<file path="src/design/itt_pkg.sv">
// Shared types and constants for the interval timer table.
// Used by itt_calc and interval_timer_table; depends on nothing else.
`default_nettype none

package itt_pkg;

  // Default number of timer slots.
  localparam int MAX_TIMERS_DEF = 16;

  // A tick reports at most this many fired timers.
  localparam int RES_MAX = 16;
  localparam int NF_W    = $clog2(RES_MAX + 1);

  // Request type codes.
  localparam logic [1:0] REQ_TICK   = 2'd0;
  localparam logic [1:0] REQ_SET    = 2'd1;
  localparam logic [1:0] REQ_CLEAR  = 2'd2;
  localparam logic [1:0] REQ_UNUSED = 2'd3;

  // Result kinds.
  typedef enum logic [2:0] {
    K_SET_OK   = 3'd0,
    K_SET_FULL = 3'd1,
    K_CLEAR    = 3'd2,
    K_FIRED    = 3'd3,
    K_IDLE     = 3'd4
  } kind_t;

  // Sequencer states.
  typedef enum logic [0:0] {
    ST_IDLE = 1'b0,
    ST_RUN  = 1'b1
  } state_t;

  // One stored timer.
  typedef struct packed {
    logic [31:0] id;
    logic [31:0] delay;
    logic [63:0] due;
    logic        once;
  } entry_t;

  // Outputs of the shared time arithmetic unit.
  typedef struct packed {
    logic        fire;
    logic [63:0] next_due;
    logic [63:0] set_due;
  } calc_res_t;

endpackage

`default_nettype wire

</file>
<file path="src/design/itt_calc.sv">
// Shared time arithmetic unit: due test and rescheduling of one timer entry.
// Depends on itt_pkg for the result struct.
`default_nettype none

module itt_calc import itt_pkg::*; (
  input  wire logic [63:0] now,
  input  wire logic [63:0] due,
  input  wire logic [31:0] delay,
  output calc_res_t        res
);

  logic [63:0] sum_due;
  logic [63:0] sum_now;

  // Both candidate due times are formed side by side.
  assign sum_due = due + {32'd0, delay};
  assign sum_now = now + {32'd0, delay};

  // A periodic entry that has fallen behind restarts from the present time.
  always_comb begin
    res.fire     = (due <= now);
    res.next_due = (sum_due <= now) ? sum_now : sum_due;
    res.set_due  = sum_now;
  end

endmodule

`default_nettype wire

</file>
<file path="src/design/interval_timer_table.sv">
// Interval timer table top level: request sequencer, slot memory and result output.
// Depends on itt_pkg and itt_calc.
`default_nettype none

// A table of one-shot and periodic millisecond timers kept in a single-port-write,
// single-port-read slot memory, newest entry at slot 0. A request is taken when start
// is high and busy is low. Every request except a set on a full table walks the live
// entries once through the memory read port, one entry per cycle, through one shared
// add and compare unit. Busy stays high while the walk runs, or for a single cycle
// when the table is empty or a set finds it full. The last result appears in the
// same cycle that busy falls, and a new request can be taken in that same cycle.
// Results come out on out_strobe, one per cycle at most, and are not held: the
// receiver must take each one in the cycle it appears. The last result of a request
// carries out_last. A tick gives one result per fired timer, newest first, at most
// sixteen, or a single nothing-fired result. Request type 3 is dropped with no
// result. No clearing pass is needed after reset; a live-entry count marks which
// slots hold timers.
module interval_timer_table import itt_pkg::*; #(
  parameter int MAX_TIMERS = MAX_TIMERS_DEF
) (
  input  wire logic        clk,
  input  wire logic        rst_n,
  input  wire logic        start,
  output logic             busy,
  input  wire logic [1:0]  in_req_type,
  input  wire logic [15:0] in_elapsed_ms,
  input  wire logic [31:0] in_delay_ms,
  input  wire logic        in_one_shot,
  input  wire logic [31:0] in_timer_id,
  output logic             out_strobe,
  output logic [2:0]       out_result_kind,
  output logic [31:0]      out_result_id,
  output logic             out_last
);

  localparam int AW = (MAX_TIMERS > 1) ? $clog2(MAX_TIMERS) : 1;
  localparam int CW = $clog2(MAX_TIMERS + 1);

  // Slot memory and its read register.
  entry_t slot_mem_r [MAX_TIMERS];
  entry_t rd_q_r;
  logic          rd_en;
  logic [AW-1:0] rd_addr;
  logic          wr_en;
  logic [AW-1:0] wr_addr;
  entry_t        wr_data;

  // Sequencer and datapath registers.
  state_t        state_r, state_nxt;
  logic [1:0]    op_r, op_nxt;
  logic [31:0]   delay_r, delay_nxt;
  logic          once_r, once_nxt;
  logic [31:0]   tid_r, tid_nxt;
  logic [63:0]   now_r, now_nxt;
  logic [31:0]   next_id_r, next_id_nxt;
  logic [CW-1:0] cnt_r, cnt_nxt;
  logic [CW-1:0] rptr_r, rptr_nxt;
  logic [CW-1:0] wptr_r, wptr_nxt;
  logic [NF_W-1:0] nfired_r, nfired_nxt;
  logic          found_r, found_nxt;
  logic          p1_vld_r, p1_vld_nxt;
  logic [AW-1:0] p1_addr_r, p1_addr_nxt;
  logic          pend_vld_r, pend_vld_nxt;
  logic [31:0]   pend_id_r, pend_id_nxt;
  logic          ostb_r, ostb_nxt;
  kind_t         okind_r, okind_nxt;
  logic [31:0]   oid_r, oid_nxt;
  logic          olast_r, olast_nxt;

  logic      accept;
  logic      full;
  logic      issue_ok;
  logic      finish;
  logic [31:0] calc_delay;
  calc_res_t calc_res;

  assign accept = start && (state_r == ST_IDLE);
  assign full   = (cnt_r == CW'(MAX_TIMERS));

  // A set walks downward to shift entries; tick and clear walk upward.
  assign issue_ok = (op_r == REQ_SET) ? (rptr_r != '0) : (rptr_r < cnt_r);
  assign finish   = (state_r == ST_RUN) && !issue_ok && !p1_vld_r;

  // Shared arithmetic unit sees the entry in the read register, or the new delay on set.
  assign calc_delay = (op_r == REQ_SET) ? delay_r : rd_q_r.delay;

  itt_calc u_calc (
    .now   (now_r),
    .due   (rd_q_r.due),
    .delay (calc_delay),
    .res   (calc_res)
  );

  // Next state.
  always_comb begin
    state_nxt = state_r;
    case (state_r)
      ST_IDLE: begin
        if (start && (in_req_type != REQ_UNUSED)) begin
          state_nxt = ST_RUN;
        end
      end
      ST_RUN: begin
        if (finish) begin
          state_nxt = ST_IDLE;
        end
      end
      default: state_nxt = ST_IDLE;
    endcase
  end

  // Datapath, memory access and result generation.
  always_comb begin
    op_nxt       = op_r;
    delay_nxt    = delay_r;
    once_nxt     = once_r;
    tid_nxt      = tid_r;
    now_nxt      = now_r;
    next_id_nxt  = next_id_r;
    cnt_nxt      = cnt_r;
    rptr_nxt     = rptr_r;
    wptr_nxt     = wptr_r;
    nfired_nxt   = nfired_r;
    found_nxt    = found_r;
    p1_vld_nxt   = 1'b0;
    p1_addr_nxt  = p1_addr_r;
    pend_vld_nxt = pend_vld_r;
    pend_id_nxt  = pend_id_r;
    ostb_nxt     = 1'b0;
    okind_nxt    = okind_r;
    oid_nxt      = oid_r;
    olast_nxt    = olast_r;
    rd_en        = 1'b0;
    rd_addr      = '0;
    wr_en        = 1'b0;
    wr_addr      = wptr_r[AW-1:0];
    wr_data      = rd_q_r;

    case (state_r)
      ST_IDLE: begin
        // Latch the request and prime the walk.
        if (accept) begin
          op_nxt       = in_req_type;
          delay_nxt    = in_delay_ms;
          once_nxt     = in_one_shot;
          tid_nxt      = in_timer_id;
          wptr_nxt     = '0;
          nfired_nxt   = '0;
          found_nxt    = 1'b0;
          pend_vld_nxt = 1'b0;
          if (in_req_type == REQ_TICK) begin
            now_nxt = now_r + {48'd0, in_elapsed_ms};
          end
          if (in_req_type == REQ_SET) begin
            rptr_nxt = full ? '0 : cnt_r;
          end else begin
            rptr_nxt = '0;
          end
        end
      end
      ST_RUN: begin
        // Issue the next memory read.
        if (issue_ok) begin
          rd_en      = 1'b1;
          p1_vld_nxt = 1'b1;
          if (op_r == REQ_SET) begin
            rd_addr  = AW'(rptr_r - 1'b1);
            rptr_nxt = rptr_r - 1'b1;
          end else begin
            rd_addr  = rptr_r[AW-1:0];
            rptr_nxt = rptr_r + 1'b1;
          end
          p1_addr_nxt = rd_addr;
        end

        // Process the entry that the memory returned.
        if (p1_vld_r) begin
          if (op_r == REQ_SET) begin
            wr_en   = 1'b1;
            wr_addr = AW'(p1_addr_r + 1'b1);
          end else if (op_r == REQ_CLEAR) begin
            if (!found_r && (rd_q_r.id == tid_r)) begin
              found_nxt = 1'b1;
            end else begin
              wr_en    = 1'b1;
              wptr_nxt = wptr_r + 1'b1;
            end
          end else begin
            if (calc_res.fire && (nfired_r < NF_W'(RES_MAX))) begin
              nfired_nxt = nfired_r + 1'b1;
              // The previous fired result goes out now; this one waits.
              if (pend_vld_r) begin
                ostb_nxt  = 1'b1;
                okind_nxt = K_FIRED;
                oid_nxt   = pend_id_r;
                olast_nxt = 1'b0;
              end
              pend_vld_nxt = 1'b1;
              pend_id_nxt  = rd_q_r.id;
              if (!rd_q_r.once) begin
                wr_en       = 1'b1;
                wr_data.due = calc_res.next_due;
                wptr_nxt    = wptr_r + 1'b1;
              end
            end else begin
              wr_en    = 1'b1;
              wptr_nxt = wptr_r + 1'b1;
            end
          end
        end

        // Close the request with its final result.
        if (finish) begin
          ostb_nxt  = 1'b1;
          olast_nxt = 1'b1;
          oid_nxt   = '0;
          if (op_r == REQ_SET) begin
            if (full) begin
              okind_nxt = K_SET_FULL;
            end else begin
              wr_en         = 1'b1;
              wr_addr       = '0;
              wr_data.id    = next_id_r;
              wr_data.delay = delay_r;
              wr_data.due   = calc_res.set_due;
              wr_data.once  = once_r;
              okind_nxt     = K_SET_OK;
              oid_nxt       = next_id_r;
              next_id_nxt   = next_id_r + 1'b1;
              cnt_nxt       = cnt_r + 1'b1;
            end
          end else if (op_r == REQ_CLEAR) begin
            okind_nxt = K_CLEAR;
            cnt_nxt   = wptr_r;
          end else begin
            cnt_nxt = wptr_r;
            if (pend_vld_r) begin
              okind_nxt = K_FIRED;
              oid_nxt   = pend_id_r;
            end else begin
              okind_nxt = K_IDLE;
            end
            pend_vld_nxt = 1'b0;
          end
        end
      end
      default: begin
      end
    endcase
  end

  // Slot memory: one write and one registered read per cycle.
  always_ff @(posedge clk) begin
    if (wr_en) begin
      slot_mem_r[wr_addr] <= wr_data;
    end
    if (rd_en) begin
      rd_q_r <= slot_mem_r[rd_addr];
    end
  end

  // Control registers.
  always_ff @(posedge clk) begin
    if (!rst_n) begin
      state_r    <= ST_IDLE;
      op_r       <= REQ_TICK;
      now_r      <= '0;
      next_id_r  <= 32'd1;
      cnt_r      <= '0;
      rptr_r     <= '0;
      wptr_r     <= '0;
      nfired_r   <= '0;
      found_r    <= 1'b0;
      p1_vld_r   <= 1'b0;
      pend_vld_r <= 1'b0;
      ostb_r     <= 1'b0;
    end else begin
      state_r    <= state_nxt;
      op_r       <= op_nxt;
      now_r      <= now_nxt;
      next_id_r  <= next_id_nxt;
      cnt_r      <= cnt_nxt;
      rptr_r     <= rptr_nxt;
      wptr_r     <= wptr_nxt;
      nfired_r   <= nfired_nxt;
      found_r    <= found_nxt;
      p1_vld_r   <= p1_vld_nxt;
      pend_vld_r <= pend_vld_nxt;
      ostb_r     <= ostb_nxt;
    end
  end

  // Payload registers.
  always_ff @(posedge clk) begin
    delay_r   <= delay_nxt;
    once_r    <= once_nxt;
    tid_r     <= tid_nxt;
    p1_addr_r <= p1_addr_nxt;
    pend_id_r <= pend_id_nxt;
    okind_r   <= okind_nxt;
    oid_r     <= oid_nxt;
    olast_r   <= olast_nxt;
  end

  // Port outputs.
  assign busy            = (state_r != ST_IDLE);
  assign out_strobe      = ostb_r;
  assign out_result_kind = okind_r;
  assign out_result_id   = oid_r;
  assign out_last        = olast_r;

  // The live-entry count never exceeds the table size.
  a_cnt_bound: assert property (@(posedge clk) disable iff (!rst_n)
    cnt_r <= CW'(MAX_TIMERS))
    else $error("live entry count exceeds table size");

  // Compaction never writes ahead of the read walk.
  a_wptr_behind: assert property (@(posedge clk) disable iff (!rst_n)
    (state_r == ST_RUN) && (op_r != REQ_SET) |-> (wptr_r <= rptr_r))
    else $error("compaction write pointer passed read pointer");

  // Every completed request shows its final result as busy drops.
  a_final_result: assert property (@(posedge clk) disable iff (!rst_n)
    $past(rst_n) && $fell(busy) |-> (out_strobe && out_last))
    else $error("request finished without a final result");

  // Only fired results can be followed by more results of the same request.
  a_last_kind: assert property (@(posedge clk) disable iff (!rst_n)
    out_strobe && (out_result_kind != K_FIRED) |-> out_last)
    else $error("non-fired result not marked last");

  // Kinds without an id carry zero.
  a_zero_id: assert property (@(posedge clk) disable iff (!rst_n)
    out_strobe && ((out_result_kind == K_SET_FULL) || (out_result_kind == K_CLEAR) ||
                   (out_result_kind == K_IDLE)) |-> (out_result_id == 32'd0))
    else $error("result id not zero");

endmodule

`default_nettype wire
</file>
<file path="config.mk">
export PLATFORM = sky130hd
export DESIGN_NAME = interval_timer_table
export DESIGN_NICKNAME = d
export VERILOG_FILES = /design/src/design/itt_pkg.sv /design/src/design/itt_calc.sv /design/src/design/interval_timer_table.sv
export SDC_FILE = /design/constraint.sdc
export NUM_CORES = 2
export LEC_CHECK = 0
export BUFFER_PORTS_ARGS = -buffer_cell sky130_fd_sc_hd__buf_2
export CAP_MARGIN = 5
export CORE_ASPECT_RATIO = 1.4
export CORE_MARGIN = 2
export CORE_UTILIZATION = 35
export CTS_BUF_LIST = sky130_fd_sc_hd__clkbuf_16
export DETAILED_ROUTE_END_ITERATION = 10
export GPL_TIMING_DRIVEN = 1
export PLACE_DENSITY = 0.48
export SLEW_MARGIN = 20
export SYNTH_ARGS = -nofsm -noshare
export SYNTH_HDL_FRONTEND = slang
export SYNTH_SLANG_ARGS = --single-unit
</file>
<file path="constraint.sdc">
create_clock -name clk -period 24.7 [get_ports clk]
set_input_delay 1.235 -clock clk [delete_from_list [all_inputs] [get_ports clk]]
set_output_delay 1.235 -clock clk [all_outputs]
set_load 0.005 [all_outputs]
</file>
==> key figures <==
Power
  • Maximum resistive drop on vdd: 0.0000682 V
  • Power density over the cells: 79.1 mW/mm²
  • LEAKAGE: 39.5 nW
  • Sw frac: 26.2%
  • Clk pwr share: 38.7%
  • Sw Pwr: 2.48 mW
  • Power share of the combinational group: 11.9%
  • Flop pwr share: 49.4%
  • Cell-internal power: 6.98 mW

Final layout
  • Fraction of layout cells with a size suffix above 1: 12.6%
  • Multi-input logic area: 0.0318 mm²
  • Filler cells: 28,362
  • Commonest non-fill, non-tap cells in the layout: edfxtp_1, nand2_1, a21oi_1, nand3_1, o211ai_1
  • Most common cell after layout, fill and taps aside: edfxtp_1
  • Layout area overhead: 12.7%
  • Nets: 8,388
  • Storage cell area: 0.0724 mm²
  • Final core occ: 39.6%
  • Final instance area: 0.120 mm²

STA
  • F_max: 0.104 GHz
  • Hold Slack: 0.467 ns
  • Pins Over Slew Limit: 0
  • RSZ-0062 raised after global routing: false
  • Final setup viols: 0
  • Final hold violation count: 0
  • Tightest Pin Transition: 1.32 ns
  • Min Tclk post-route: 9.63 ns
  • Setup Skew: 0.0507 ns
  • Final Cycle Share: 39.0%
  • Setup TNS Final: 0 ns
  • Relative slew slack: 11.5%

Outcome
  • Status: completed

Logic synthesis
  • Synth warn: 0
  • Top cell type's share of synthesized area: 66.0%
  • Ys flop type: edfxtp_1
  • Seq/Total Area, Yosys: 68.3%
  • Register bit count reported by yosys: 2,453
  • Gate Count Post-Synth: 8,000
  • Syn nets: 8,311
  • Synth cell types: 96
  • Post-Syn Area per Cell: 13.3 µm²
  • Area contributors post-synth: edfxtp_1, nand2_1, mux2_2
  • Post-synth EDFFs: 2,330
  • Post-Syn Area: 0.106 mm²
  • Ys async rst share: 0%
  • Cell taking the most area after synthesis: edfxtp_1

Worst setup path
  • CP Max Fanout: 34
  • Worst setup SP type: flip-flop
  • Req. time, crit path: 25.27 ns
  • WS Path Type: reg2reg
  • R2R setup slack: 15.07 ns
  • Worst R2R Path Depth: 23
  • Worst reg2reg startpoint: op_r[0]
  • Reg2reg end: slot_mem_r[9][3]
  • CP arrival: 10.20 ns
  • CP endpoint kind: flip-flop

Place
  • IO Port Bufs: 123
  • DPL Wire Length: 224,000 µm
  • Placer Congestion: 0.978
  • Dpl cell area: 0.112 mm²

CTS
  • CTS tree: yes
  • CTS Sinks: 2,453
  • Clock buffer depth: 4
  • Hold buffers post-CTS: 0
  • Num CTS Buffers: 236
  • Root Buffer: clkbuf_16
  • H-tree depth: 4
  • Reg clk slew, reported paths: 0.07 ns
  • Post-CTS setup buffer count: 0
  • Post-CTS sizing: 0
  • Worst-Skew Late Latency: 0.95 ns

Floorplan
  • Full die area: 0.307 mm²
  • Starting density of the core: 35.1%
  • Core ar.: 0.302 mm²
  • Die width: 469 µm
  • Die height: 655 µm
  • Ports: 124
  • # rows: 239

Global routing
  • Number of global-route vias before repair: 68,851
  • GRT Total Usage: 24.2%
  • Largest net degree at the start of global routing: 142
  • Initial antenna violation count: 26
  • First-pass GRT wire length: 532,000 µm
  • M3 GR Usage: 3.06%
  • Grt met2 use: 42.1%
  • Met1 usage: 30.3%
  • Global routing's busiest layer: met2
  • Grt ovf: 0

Routing
  • Initial drt markers: 6,392
  • DRC viols: 0
  • Avg WL per Cell: 31.1 µm
  • WL final: 381,000 µm
  • Drt first pass iters: 6
  • Via count: 70,025
  • Vias per cell: 5.71
  • Final ANT Viol Nets: 0

Job
  • Max-cap violations: 0

Hold path
  • Worst hold path depth: 1
  • Hold WC Path Type: in2reg
  • Hold endpoint: tid_r[10]
  • Worst min-delay path startpoint: in_timer_id[10]
## logic make-up after synthesis
| logic type | Yosys count | share of synthesized area [%] |
|---|---|---|
| muxes | 433 | 4.44 |
| xor gates and xnor gates | 216 | 1.78 |
| AOI/OAI and AO/OA | 1649 | 10.6 |
| buffers and inverters | 591 | 2.17 |
| DFF | 2453 | 68.3 |
| and+or+nand+nor | 2433 | 10.0 |
| adders and majority gates | 225 | 2.68 |
## area by class of cell
class / count / area share, %
antenna: 8 / 0.0167
clock buffer: 239 / 5.00
clock inverter: 192 / 1.38
inverter: 125 / 0.416
multi-input combinational: 4956 / 26.6
sequential: 2453 / 60.6
tap: 3976 / 4.16
timing repair buffer: 305 / 1.83
## how the worst max path moves through the flow
stage               startpoint                 to  depth (start not counted)
floorplan            now_r[39]  slot_mem_r[10][0]                         13
global placement       op_r[1]  slot_mem_r[10][4]                         24
detailed placement     op_r[0]  slot_mem_r[10][4]                         23
CTS                    op_r[0]  slot_mem_r[10][4]                         23
global route           op_r[0]   slot_mem_r[9][3]                         23
finish                 op_r[0]   slot_mem_r[9][3]                         23
## cells in the mapped netlist, types with 27 or more instances
| cell | n |
|---|---|
| a211oi_1 | 37 |
| a21o_1 | 51 |
| a21oi_1 | 480 |
| a221o_1 | 133 |
| a22o_1 | 40 |
| and3_1 | 27 |
| buf_2 | 55 |
| clkbuf_1 | 395 |
| dfxtp_1 | 123 |
| edfxtp_1 | 2330 |
| ha_1 | 222 |
| inv_1 | 121 |
| mux2_2 | 293 |
| mux2i_1 | 139 |
| nand2_1 | 1451 |
| nand3_1 | 349 |
| nand4_1 | 64 |
| nor2_1 | 188 |
| nor3_1 | 179 |
| o211ai_1 | 299 |
| o21ai_0 | 134 |
| o22ai_1 | 155 |
| o31ai_1 | 143 |
| or3_1 | 29 |
| xnor2_1 | 143 |
| xor2_1 | 73 |
## layer usage
layer / up-vias / share of wire (%)
met5: - / 0.024
met4: 16 / 4.5
met3: 702 / 5.3
met2: 2430 / 50
met1: 36213 / 40
li1: 30664 / -
## worst max-delay path: stages, from the launching register on
cell,delay (ns)
dfxtp_1,0.40
ha_4,0.51
buf_4,0.52
mux2_2,0.42
ha_1,0.46
nand4_1,0.16
or3_1,0.40
a2111oi_0,0.52
o31ai_2,0.13
buf_4,0.21
and2_1,0.31
o31a_1,0.35
or2_2,0.31
ha_1,0.30
nand4_1,0.14
nor3_1,0.76
nand4_1,0.33
o32a_1,0.45
and2_1,0.19
buf_4,0.24
nor3_2,0.82
buf_4,0.44
a22oi_1,0.14
o21ai_1,0.67
## metrics by stage
stage,std cells,total power [mW],setup slack [ns]
floorplan,8000,5.39,14.87
global placement,11808,5.87,15.21
detailed placement,11809,5.88,15.20
CTS,12240,9.52,15.20
global route,12247,9.74,14.73
finish,12254,9.46,15.07
## power by group through the flow
stage          clock (mW)  sequential [mW]  combinational, mW
2_1_floorplan           0             4.73              0.657
3_3_place_gp            0             4.76               1.11
3_5_place_dp            0             4.76               1.11
4_1_cts              3.73             4.67               1.12
5_1_grt              3.87             4.67               1.20
6_report             3.66             4.67               1.12
## flip-flops by register name, indices dropped and copies added (netlist names)
name and cells:
out_result_kind 3, found_r 1, out_strobe 1, rd_q_r 129, once_r 1, next_id_r 32, cnt_r 5, rptr_r 5
op_r 2, tid_r 32, pend_vld_r 1, out_last 1, pend_id_r 32, p1_vld_r 1, delay_r 32, nfired_r 5
slot_mem_r 2064, busy 1, wptr_r 5, out_result_id 32, p1_addr_r 4, now_r 64
Power figures use the tool's default switching activity.
